File: config.mk
export PLATFORM = sky130hd
export DESIGN_NAME = srtf_scheduler_unit
export DESIGN_NICKNAME = d
export VERILOG_FILES = /design/src/design/srtf_pkg.sv /design/src/design/srtf_ctrl.sv /design/src/design/srtf_datapath.sv /design/src/design/srtf_scheduler_unit.sv
export VERILOG_INCLUDE_DIRS = /design/src /design/src/design
export SDC_FILE = /design/constraint.sdc
export NUM_CORES = 2
export LEC_CHECK = 0
export ABC_AREA = 1
export BUFFER_PORTS_ARGS = -buffer_cell sky130_fd_sc_hd__buf_2
export CORE_AREA = 5 5 419 421
export CTS_BUF_LIST = sky130_fd_sc_hd__clkbuf_8
export DETAILED_ROUTE_END_ITERATION = 16
export DIE_AREA = 0 0 424 426
export PLACE_DENSITY_LB_ADDON = 0.1
export SETUP_SLACK_MARGIN = 0.3
export SLEW_MARGIN = 20
export SYNTH_ARGS = -nofsm -noshare
export SYNTH_HDL_FRONTEND = slang
export SYNTH_SLANG_ARGS = --single-unit
File: constraint.sdc
create_clock -name clk -period 8.3 [get_ports clk]
set_input_delay 0.415 -clock clk [delete_from_list [all_inputs] [get_ports clk]]
set_output_delay 0.415 -clock clk [all_outputs]
set_load 0.005 [all_outputs]
File: src/design/assert_macros.svh
// Assertion helpers for the SRTF scheduler modules.
// Included by files that carry concurrent checks; needs a clk and rst in scope.
`ifndef ASSERT_MACROS_SVH
`define ASSERT_MACROS_SVH

// Property that must hold on every clock outside reset.
`define AST_ALWAYS(lbl, p, msg) \
  lbl: assert property (@(posedge clk) disable iff (rst) (p)) else $error(msg);

// Same-cycle implication outside reset.
`define AST_IMPL(lbl, a, c, msg) \
  lbl: assert property (@(posedge clk) disable iff (rst) (a) |-> (c)) else $error(msg);

`endif

File: src/design/srtf_pkg.sv
// Shared types and constants for the SRTF scheduler.
// No dependencies.
`default_nettype none
package srtf_pkg;

  localparam int MAX_JOBS = 16;
  localparam int IDX_W    = (MAX_JOBS > 1) ? $clog2(MAX_JOBS) : 1;
  localparam int CNT_W    = $clog2(MAX_JOBS + 1);
  localparam int ID_W     = 8;
  localparam int ARR_W    = 16;
  localparam int BURST_W  = 16;
  localparam int TIME_W   = 24;
  localparam int STAT_W   = 3;
  localparam int DONE_W   = 5;

  localparam logic MODE_LOAD = 1'b0;
  localparam logic MODE_TICK = 1'b1;

  localparam logic [STAT_W-1:0] ST_LOADED = 3'd0;
  localparam logic [STAT_W-1:0] ST_REJECT = 3'd1;
  localparam logic [STAT_W-1:0] ST_IDLE   = 3'd2;
  localparam logic [STAT_W-1:0] ST_RAN    = 3'd3;
  localparam logic [STAT_W-1:0] ST_DONE   = 3'd4;

  typedef enum logic [2:0] {
    S_IDLE,
    S_LOAD,
    S_SCAN,
    S_PICK,
    S_UPD,
    S_FIN
  } state_t;

  // controller -> datapath
  typedef struct packed {
    logic cap_in;   // latch input transaction, restart scan
    logic scan_en;  // walk the table
    logic pick_rd;  // read the chosen entry
    logic upd_do;   // run chosen job one unit, advance time
    logic fin_do;   // load tick result into output register
    logic load_do;  // append job and load result
  } cmd_t;

  // datapath -> controller
  typedef struct packed {
    logic scan_done;
    logic cmp_busy;
  } sts_t;

endpackage
`default_nettype wire

File: src/design/srtf_ctrl.sv
// Sequencer for the SRTF scheduler: load, scan, pick, update, report.
// Depends on srtf_pkg and assert_macros.svh.
`default_nettype none
`include "assert_macros.svh"
module srtf_ctrl (
  input  wire logic           clk,
  input  wire logic           rst,
  input  wire logic           in_valid,
  input  wire logic           mode,
  output logic                in_stall,
  output logic                out_valid,
  input  wire logic           out_stall,
  output srtf_pkg::cmd_t      cmd,
  input  wire srtf_pkg::sts_t sts
);
  import srtf_pkg::*;

  state_t state, state_next;
  logic   out_free;
  logic   out_valid_next;

  assign out_free = !out_valid || !out_stall;
  assign in_stall = (state != S_IDLE);

  always_ff @(posedge clk) begin
    if (rst) begin
      state     <= S_IDLE;
      out_valid <= 1'b0;
    end else begin
      state     <= state_next;
      out_valid <= out_valid_next;
    end
  end

  always_comb begin
    state_next = state;
    unique case (state)
      S_IDLE: begin
        if (in_valid) state_next = (mode == MODE_TICK) ? S_SCAN : S_LOAD;
      end
      S_LOAD: begin
        if (out_free) state_next = S_IDLE;
      end
      S_SCAN: begin
        if (sts.scan_done && !sts.cmp_busy) state_next = S_PICK;
      end
      S_PICK: state_next = S_UPD;
      S_UPD:  state_next = S_FIN;
      S_FIN: begin
        if (out_free) state_next = S_IDLE;
      end
      default: state_next = S_IDLE;
    endcase
  end

  always_comb begin
    cmd = '0;
    unique case (state)
      S_IDLE: cmd.cap_in  = in_valid;
      S_LOAD: cmd.load_do = out_free;
      S_SCAN: cmd.scan_en = 1'b1;
      S_PICK: cmd.pick_rd = 1'b1;
      S_UPD:  cmd.upd_do  = 1'b1;
      S_FIN:  cmd.fin_do  = out_free;
      default: cmd = '0;
    endcase
  end

  always_comb begin
    out_valid_next = out_valid && out_stall;
    if (cmd.fin_do || cmd.load_do) out_valid_next = 1'b1;
  end

  `AST_IMPL(a_out_src, $rose(out_valid), $past(state) == S_FIN || $past(state) == S_LOAD, "result raised outside a report state")

endmodule
`default_nettype wire

File: src/design/srtf_datapath.sv
// Job table, minimum-remaining scan, run update and result register.
// Depends on srtf_pkg and assert_macros.svh.
`default_nettype none
`include "assert_macros.svh"
module srtf_datapath (
  input  wire logic                            clk,
  input  wire logic                            rst,
  input  wire srtf_pkg::cmd_t                  cmd,
  output srtf_pkg::sts_t                       sts,
  input  wire logic [srtf_pkg::ID_W-1:0]       job_id,
  input  wire logic [srtf_pkg::ARR_W-1:0]      arrival,
  input  wire logic [srtf_pkg::BURST_W-1:0]    burst,
  output logic      [srtf_pkg::STAT_W-1:0]     status,
  output logic      [srtf_pkg::ID_W-1:0]       run_id,
  output logic      [srtf_pkg::TIME_W-1:0]     time_now,
  output logic      [srtf_pkg::TIME_W-1:0]     turnaround,
  output logic      [srtf_pkg::TIME_W-1:0]     waiting,
  output logic      [srtf_pkg::TIME_W-1:0]     response,
  output logic      [srtf_pkg::DONE_W-1:0]     done_count
);
  import srtf_pkg::*;

  // table memories, one read port, one write port
  logic [ID_W-1:0]    id_mem    [MAX_JOBS];
  logic [ARR_W-1:0]   arr_mem   [MAX_JOBS];
  logic [BURST_W-1:0] burst_mem [MAX_JOBS];
  logic [BURST_W-1:0] rem_mem   [MAX_JOBS];
  logic [TIME_W-1:0]  start_mem [MAX_JOBS];

  logic [MAX_JOBS-1:0] started;
  logic [MAX_JOBS-1:0] finished;
  logic [CNT_W-1:0]    entry_count;
  logic [CNT_W-1:0]    finished_count;
  logic [TIME_W-1:0]   sim_time;

  // latched input transaction
  logic [ID_W-1:0]    id_in;
  logic [ARR_W-1:0]   arr_in;
  logic [BURST_W-1:0] burst_in;

  // registered read data
  logic [IDX_W-1:0]   rd_idx;
  logic [ID_W-1:0]    id_q;
  logic [ARR_W-1:0]   arr_q;
  logic [BURST_W-1:0] burst_q;
  logic [BURST_W-1:0] rem_q;
  logic [TIME_W-1:0]  start_q;

  // scan state
  logic [CNT_W-1:0]   scan_idx;
  logic               cmp_vld;
  logic               found;
  logic [IDX_W-1:0]   best_idx;
  logic [BURST_W-1:0] best_rem;

  // run bookkeeping
  logic               fin_q;
  logic [TIME_W-1:0]  resp_start;
  logic [ARR_W:0]     arr_plus_burst;

  logic [IDX_W-1:0]   rd_addr;
  logic               rd_en;
  logic               scan_issue;
  logic               scan_done;
  logic               elig;
  logic               load_ok;
  logic [IDX_W-1:0]   wr_idx;

  assign scan_done  = (scan_idx == entry_count);
  assign scan_issue = cmd.scan_en && !scan_done;
  assign rd_en      = scan_issue || cmd.pick_rd;
  assign rd_addr    = cmd.pick_rd ? best_idx : scan_idx[IDX_W-1:0];
  assign elig       = !finished[rd_idx] && (TIME_W'(arr_q) <= sim_time);
  assign load_ok    = (entry_count < CNT_W'(MAX_JOBS)) && (burst_in != '0);
  assign wr_idx     = entry_count[IDX_W-1:0];

  assign sts.scan_done = scan_done;
  assign sts.cmp_busy  = cmp_vld;

  always_ff @(posedge clk) begin
    if (cmd.cap_in) begin
      id_in    <= job_id;
      arr_in   <= arrival;
      burst_in <= burst;
    end
  end

  // memory read port
  always_ff @(posedge clk) begin
    if (rd_en) begin
      rd_idx  <= rd_addr;
      id_q    <= id_mem[rd_addr];
      arr_q   <= arr_mem[rd_addr];
      burst_q <= burst_mem[rd_addr];
      rem_q   <= rem_mem[rd_addr];
      start_q <= start_mem[rd_addr];
    end
  end

  // memory write port: append on load, run update on tick
  always_ff @(posedge clk) begin
    if (cmd.load_do && load_ok) begin
      id_mem[wr_idx]    <= id_in;
      arr_mem[wr_idx]   <= arr_in;
      burst_mem[wr_idx] <= burst_in;
      rem_mem[wr_idx]   <= burst_in;
    end else if (cmd.upd_do && found) begin
      rem_mem[best_idx] <= rem_q - BURST_W'(1);
      if (!started[best_idx]) start_mem[best_idx] <= sim_time;
    end
  end

  // control state
  always_ff @(posedge clk) begin
    if (rst) begin
      started        <= '0;
      finished       <= '0;
      entry_count    <= '0;
      finished_count <= '0;
      sim_time       <= '0;
      scan_idx       <= '0;
      cmp_vld        <= 1'b0;
      found          <= 1'b0;
    end else begin
      cmp_vld <= scan_issue;
      if (cmd.cap_in) begin
        scan_idx <= '0;
        found    <= 1'b0;
      end else begin
        if (scan_issue) scan_idx <= scan_idx + CNT_W'(1);
        if (cmp_vld && elig && (!found || rem_q < best_rem)) found <= 1'b1;
      end
      if (cmd.load_do && load_ok) begin
        started[wr_idx]  <= 1'b0;
        finished[wr_idx] <= 1'b0;
        entry_count      <= entry_count + CNT_W'(1);
      end
      if (cmd.upd_do) begin
        sim_time <= sim_time + TIME_W'(1);
        if (found) begin
          started[best_idx] <= 1'b1;
          if (rem_q == BURST_W'(1)) begin
            finished[best_idx] <= 1'b1;
            finished_count     <= finished_count + CNT_W'(1);
          end
        end
      end
    end
  end

  // best candidate so far; strict less-than keeps the lowest entry on ties
  always_ff @(posedge clk) begin
    if (!cmd.cap_in && cmp_vld && elig && (!found || rem_q < best_rem)) begin
      best_idx <= rd_idx;
      best_rem <= rem_q;
    end
  end

  always_ff @(posedge clk) begin
    if (cmd.upd_do) begin
      fin_q          <= found && (rem_q == BURST_W'(1));
      resp_start     <= started[best_idx] ? start_q : sim_time;
      arr_plus_burst <= {1'b0, arr_q} + {1'b0, burst_q};
    end
  end

  // result register
  always_ff @(posedge clk) begin
    if (cmd.load_do) begin
      status     <= load_ok ? ST_LOADED : ST_REJECT;
      run_id     <= '0;
      time_now   <= sim_time;
      turnaround <= '0;
      waiting    <= '0;
      response   <= '0;
      done_count <= DONE_W'(finished_count);
    end else if (cmd.fin_do) begin
      status     <= !found ? ST_IDLE : (fin_q ? ST_DONE : ST_RAN);
      run_id     <= found ? id_q : '0;
      time_now   <= sim_time;
      done_count <= DONE_W'(finished_count);
      if (fin_q) begin
        turnaround <= sim_time - TIME_W'(arr_q);
        waiting    <= sim_time - TIME_W'(arr_plus_burst);
        response   <= resp_start - TIME_W'(arr_q);
      end else begin
        turnaround <= '0;
        waiting    <= '0;
        response   <= '0;
      end
    end
  end

  `AST_ALWAYS(a_count_max, entry_count <= CNT_W'(MAX_JOBS), "table count beyond capacity")
  `AST_ALWAYS(a_fin_le_cnt, finished_count <= entry_count, "more jobs finished than loaded")
  `AST_IMPL(a_best_in_range, found, CNT_W'(best_idx) < entry_count, "chosen entry not loaded")

endmodule
`default_nettype wire

File: src/design/srtf_scheduler_unit.sv
// Top level of the SRTF scheduler: controller plus datapath.
// Depends on srtf_pkg, srtf_ctrl and srtf_datapath.
//
//   channel | handshake            | payload
//   --------+----------------------+-------------------------------------------
//   in      | in_valid / in_stall  | mode, job_id, arrival, burst
//   out     | out_valid/ out_stall | status, run_id, time_now, turnaround,
//           |                      | waiting, response, done_count
//
// A load result reaches the output register from the LOAD state; no new input is
// accepted until it is in the output register. A tick result follows a scan of
// every table entry, one entry per cycle through the single read port, a drain
// of the compare, then read, update and report of the pick.
// Inputs are accepted only while the sequencer is idle; a result waiting in
// the output register does not block the next accept, only the next report.
// rst is synchronous; it clears counters, time, started/finished flags and
// the handshake state. Table contents need no reset.
`default_nettype none
module srtf_scheduler_unit (
  input  wire logic                         clk,
  input  wire logic                         rst,
  input  wire logic                         in_valid,
  output logic                              in_stall,
  input  wire logic                         mode,
  input  wire logic [srtf_pkg::ID_W-1:0]    job_id,
  input  wire logic [srtf_pkg::ARR_W-1:0]   arrival,
  input  wire logic [srtf_pkg::BURST_W-1:0] burst,
  output logic                              out_valid,
  input  wire logic                         out_stall,
  output logic      [srtf_pkg::STAT_W-1:0]  status,
  output logic      [srtf_pkg::ID_W-1:0]    run_id,
  output logic      [srtf_pkg::TIME_W-1:0]  time_now,
  output logic      [srtf_pkg::TIME_W-1:0]  turnaround,
  output logic      [srtf_pkg::TIME_W-1:0]  waiting,
  output logic      [srtf_pkg::TIME_W-1:0]  response,
  output logic      [srtf_pkg::DONE_W-1:0]  done_count
);
  import srtf_pkg::*;

  cmd_t cmd;
  sts_t sts;

  // sequencer: owns both handshakes
  srtf_ctrl u_ctrl (
    .clk       (clk),
    .rst       (rst),
    .in_valid  (in_valid),
    .mode      (mode),
    .in_stall  (in_stall),
    .out_valid (out_valid),
    .out_stall (out_stall),
    .cmd       (cmd),
    .sts       (sts)
  );

  // table, scan, arithmetic and result register
  srtf_datapath u_dp (
    .clk        (clk),
    .rst        (rst),
    .cmd        (cmd),
    .sts        (sts),
    .job_id     (job_id),
    .arrival    (arrival),
    .burst      (burst),
    .status     (status),
    .run_id     (run_id),
    .time_now   (time_now),
    .turnaround (turnaround),
    .waiting    (waiting),
    .response   (response),
    .done_count (done_count)
  );

endmodule
`default_nettype wire

==> metrics.txt <==
clk root buf=clkbuf_8; dpl cells=9625; Top FF cell, synth=edfxtp_1; Syn. warnings=0; cts bufs inserted=approximately 300; Area after DPL=0.07632 mm^2; Max Cap Violations=0; Die ar.=around 0.18 mm^2; Netlist cell types=between 40 and 50; EDFF count, synth=around 1.5k; final std cells w/o fill=between 10k and 15k; via/cell ratio=5.110; Core Box Area=about 0.17 mm^2; Worst Tran Pin Value=~1.2 ns; total gr overflow=0; fin util=0.4792; HP Class=input pin to flip-flop; WHS Path Cells=2; H-tree Lvls=5; Pleak=0.03481 uW; Final Setup Violations=0; Final nets=between 7k and 8k; Starting Density=0.4277; setup TNS=0 ns; crit start category=flip-flop; initial antenna violation count=9; ANT nets after route=0; GRT Util Overall=0.2412; Max Freq=about 220 MHz; worst hold endpoint=u_dp.burst_in[10]$_DFFE_PP_; Pwr Density=244.9 mW/mm^2; Synth Instances=between 7k and 8k; slew margin rel.=0.1913; vias in the first global route=roughly 50k; critical path required time=between 8 and 9 ns; mapped cell area=between 0.07 and 0.08 mm^2; CTS sink count=1655; Die Ht=426 um; Hold Fails Final Rpt=0; Layout Skew=0.09666 ns; status=completed; Wirelength per Cell=between 20 and 25 um; CTS tree=yes; sequential area share after synthesis=0.6581; Arr. time, crit path=around 5.2 ns; reg2reg end=u_dp.rem_mem[0][11]$_DFFE_PP_; Initial DRC Count=roughly 4.4k; CTS Buffer Depth=4; critical path type=flip-flop to flip-flop; share of layout cells above drive strength 1=0.08274; clk_lat worst skew=1.05 ns; I/O Buffers=~160; #FFs+latches synth=between 1.5k and 2k; R2R setup slack=between 3 and 4 ns; clk slew on worst S/H paths=about 0.06 ns; critical hold path startpoint=burst[10]; crit path max fanout=43; Crit. End Element=flip-flop; Pre-Repair DR Iteration Count=6; gpl congestion=between 0.8 and 0.9; Final Cell Area=0.08193 mm^2; vias=approximately 52k; fillcell total=about 16k; Register-to-Register Path Depth=8; Final min period=roughly 4.5 ns; routed wire length=roughly 220000 um; Tcrit/Tclk final=0.5476; synth-to-layout area growth=12.03%; Die X=roughly 420 um; VDD IR max=roughly 0.19 mV; num rows=between 150 and 200; I/O pin cnt=about 160; ys async rst share=0; global-route wire length before repair=~320000 um; DR DRC count=0; largest net degree at the start of global routing=~200; worst hold margin=roughly 0.12 ns; Syn Area/Cell=9.806 um^2; Final Slew Violations=0; Detail Placement HPWL=128100 um; syn_nets=7596; R2R Path Start=u_dp.found$_SDFFE_PP0P_; unrepaired setup endpoints after global routing=no
==> through the flow <==
step | power, uW | setup slack, ns
floorplan | 12050 | 2.504
global placement | 13330 | 3.631
detailed placement | 13350 | 3.567
CTS | 20250 | 3.704
global route | 20990 | 3.434
finish | 20070 | 3.755
==> cell usage in the layout, fill, tap and decap left out, types with 8 or more instances in the layout <==
cell	instances
clkinv_2	11
clkbuf_8	314
edfxtp_1	1498
nor2_4	24
xnor2_1	15
nand4_1	22
nand2_1	2762
o21ai_0	141
a32o_1	8
dlygate4sd3_1	45
xor2_1	22
nor3_1	27
inv_1	1070
a22oi_1	8
ha_1	89
inv_2	15
nor2_2	13
buf_12	10
nand3_1	943
buf_2	158
buf_4	76
a21oi_1	136
clkinv_1	64
dfxtp_1	149
dfxtp_2	8
nor2_1	227
==> synthesized netlist by cell type (2+ instances only) <==
cell / number / area share
nand2_1: 2763 / 0.14
edfxtp_1: 1498 / 0.62
inv_1: 988 / 0.051
nand3_1: 943 / 0.065
nor2_1: 262 / 0.013
buf_2: 198 / 0.014
dfxtp_1: 157 / 0.043
o21ai_0: 141 / 0.0096
a21oi_1: 136 / 0.0093
ha_1: 89 / 0.015
clkbuf_1: 88 / 0.0045
nor3_1: 33 / 0.0023
nand4_1: 22 / 0.0019
xor2_1: 22 / 0.0026
xnor2_1: 15 / 0.0018
buf_4: 13 / 0.0013
buf_1: 9 / 0.00046
a22oi_1: 8 / 0.00082
a32o_1: 8 / 0.0011
o21a_1: 7 / 0.00072
inv_2: 6 / 0.00031
nor4_1: 6 / 0.00051
o21bai_1: 5 / 0.00051
a31oi_1: 4 / 0.00034
fa_1: 4 / 0.0011
a22o_1: 3 / 0.00036
nand3b_1: 3 / 0.00031
nor3b_1: 3 / 0.00031
o21ai_1: 3 / 0.00021
a21o_1: 2 / 0.00021
and2_1: 2 / 0.00017
o211ai_1: 2 / 0.00021
o21ai_2: 2 / 0.00024
==> routing by layer <==
layer  up-vias  global-route usage  part of all wire
met2      1505              0.4064              0.48
met1     25070              0.3167              0.43
met4         6             0.08675             0.037
met3       448             0.03870             0.053
met5         -                   0           0.00019
li1      24930                   -                 -
==> state kept, by name, indices dropped and copies added, names as in the netlist, 8 cells and up <==
register and cells:
u_dp.start_mem 384, u_dp.arr_mem 256, u_dp.burst_mem 256, u_dp.rem_mem 256, u_dp.id_mem 128, u_dp.resp_start 24
u_dp.response 24, u_dp.sim_time 24, u_dp.start_q 24, u_dp.time_now 24, u_dp.turnaround 24, u_dp.waiting 24
u_dp.arr_plus_burst 17, u_dp.arr_in 16, u_dp.arr_q 16, u_dp.best_rem 16, u_dp.burst_in 16, u_dp.burst_q 16
u_dp.finished 16, u_dp.rem_q 16, u_dp.started 16, u_dp.id_in 8, u_dp.id_q 8, u_dp.run_id 8
==> cell families (layout without fill, tap and decap cells) <==
kind of cell / after synthesis / count (layout) / share of synthesized area
compound gates: 325 / 325 / 0.02411
xor+xnor: 37 / 37 / 0.004431
fa+ha+maj: 93 / 93 / 0.01632
buf+inv: 1304 / 1774 / 0.07109
flops: 1655 / 1655 / 0.6581
other cells: 0 / 7 / 0
simple gates: 4044 / 4044 / 0.2260
==> how the worst max path moves through the flow <==
stage | from | slack (ns) | endpoint
2_1_floorplan | out_stall | 2.50 | u_dp.finished[4]$_SDFF_PP0_
3_3_place_gp | out_stall | 3.63 | u_dp.id_mem[6][3]$_DFFE_PP_
3_5_place_dp | out_stall | 3.57 | u_dp.id_mem[6][1]$_DFFE_PP_
4_1_cts | u_ctrl.state[1]$_SDFFE_PP0P_ | 3.70 | u_dp.id_mem[6][5]$_DFFE_PP_
5_1_grt | u_dp.found$_SDFFE_PP0P_ | 3.43 | u_dp.rem_mem[0][8]$_DFFE_PP_
6_report | u_dp.found$_SDFFE_PP0P_ | 3.75 | u_dp.rem_mem[0][11]$_DFFE_PP_
==> worst max-delay path: stages (launching register included) <==
cell and delay, ns:
dfxtp_1 0.83, inv_1 0.30, nor2_4 0.16, buf_4 0.44
inv_1 0.61, nand2_1 0.50, nand3_1 0.26, nor3_2 0.73
buf_4 0.32
==> power by group <==
part	switching (uW)	internal (uW)
logic	2320	869
registers	332	9680
clock network	3300	3580
total	5950	14100
==> cell type report <==
class                      instances  area (um^2)  share of cell area
tap                             2233         2794             0.03410
clock buffer                     314         4322             0.05275
sequential                      1655        48140              0.5875
timing repair buffer             289         2012             0.02456
antenna                            7        17.52           0.0002138
multi-input combinational       4499        20110              0.2454
inverter                         995         3750             0.04577
clock inverter                   176        794.5            0.009697
==> repair_timing <==
item                                   in CTS  in global routing
gates resized for setup                     0                  0
setup buffers                               0                  0
endpoints found under the hold margin      75                  0
hold buffers                               45                  0
No activity file was read; power rests on OpenSTA's default activity.
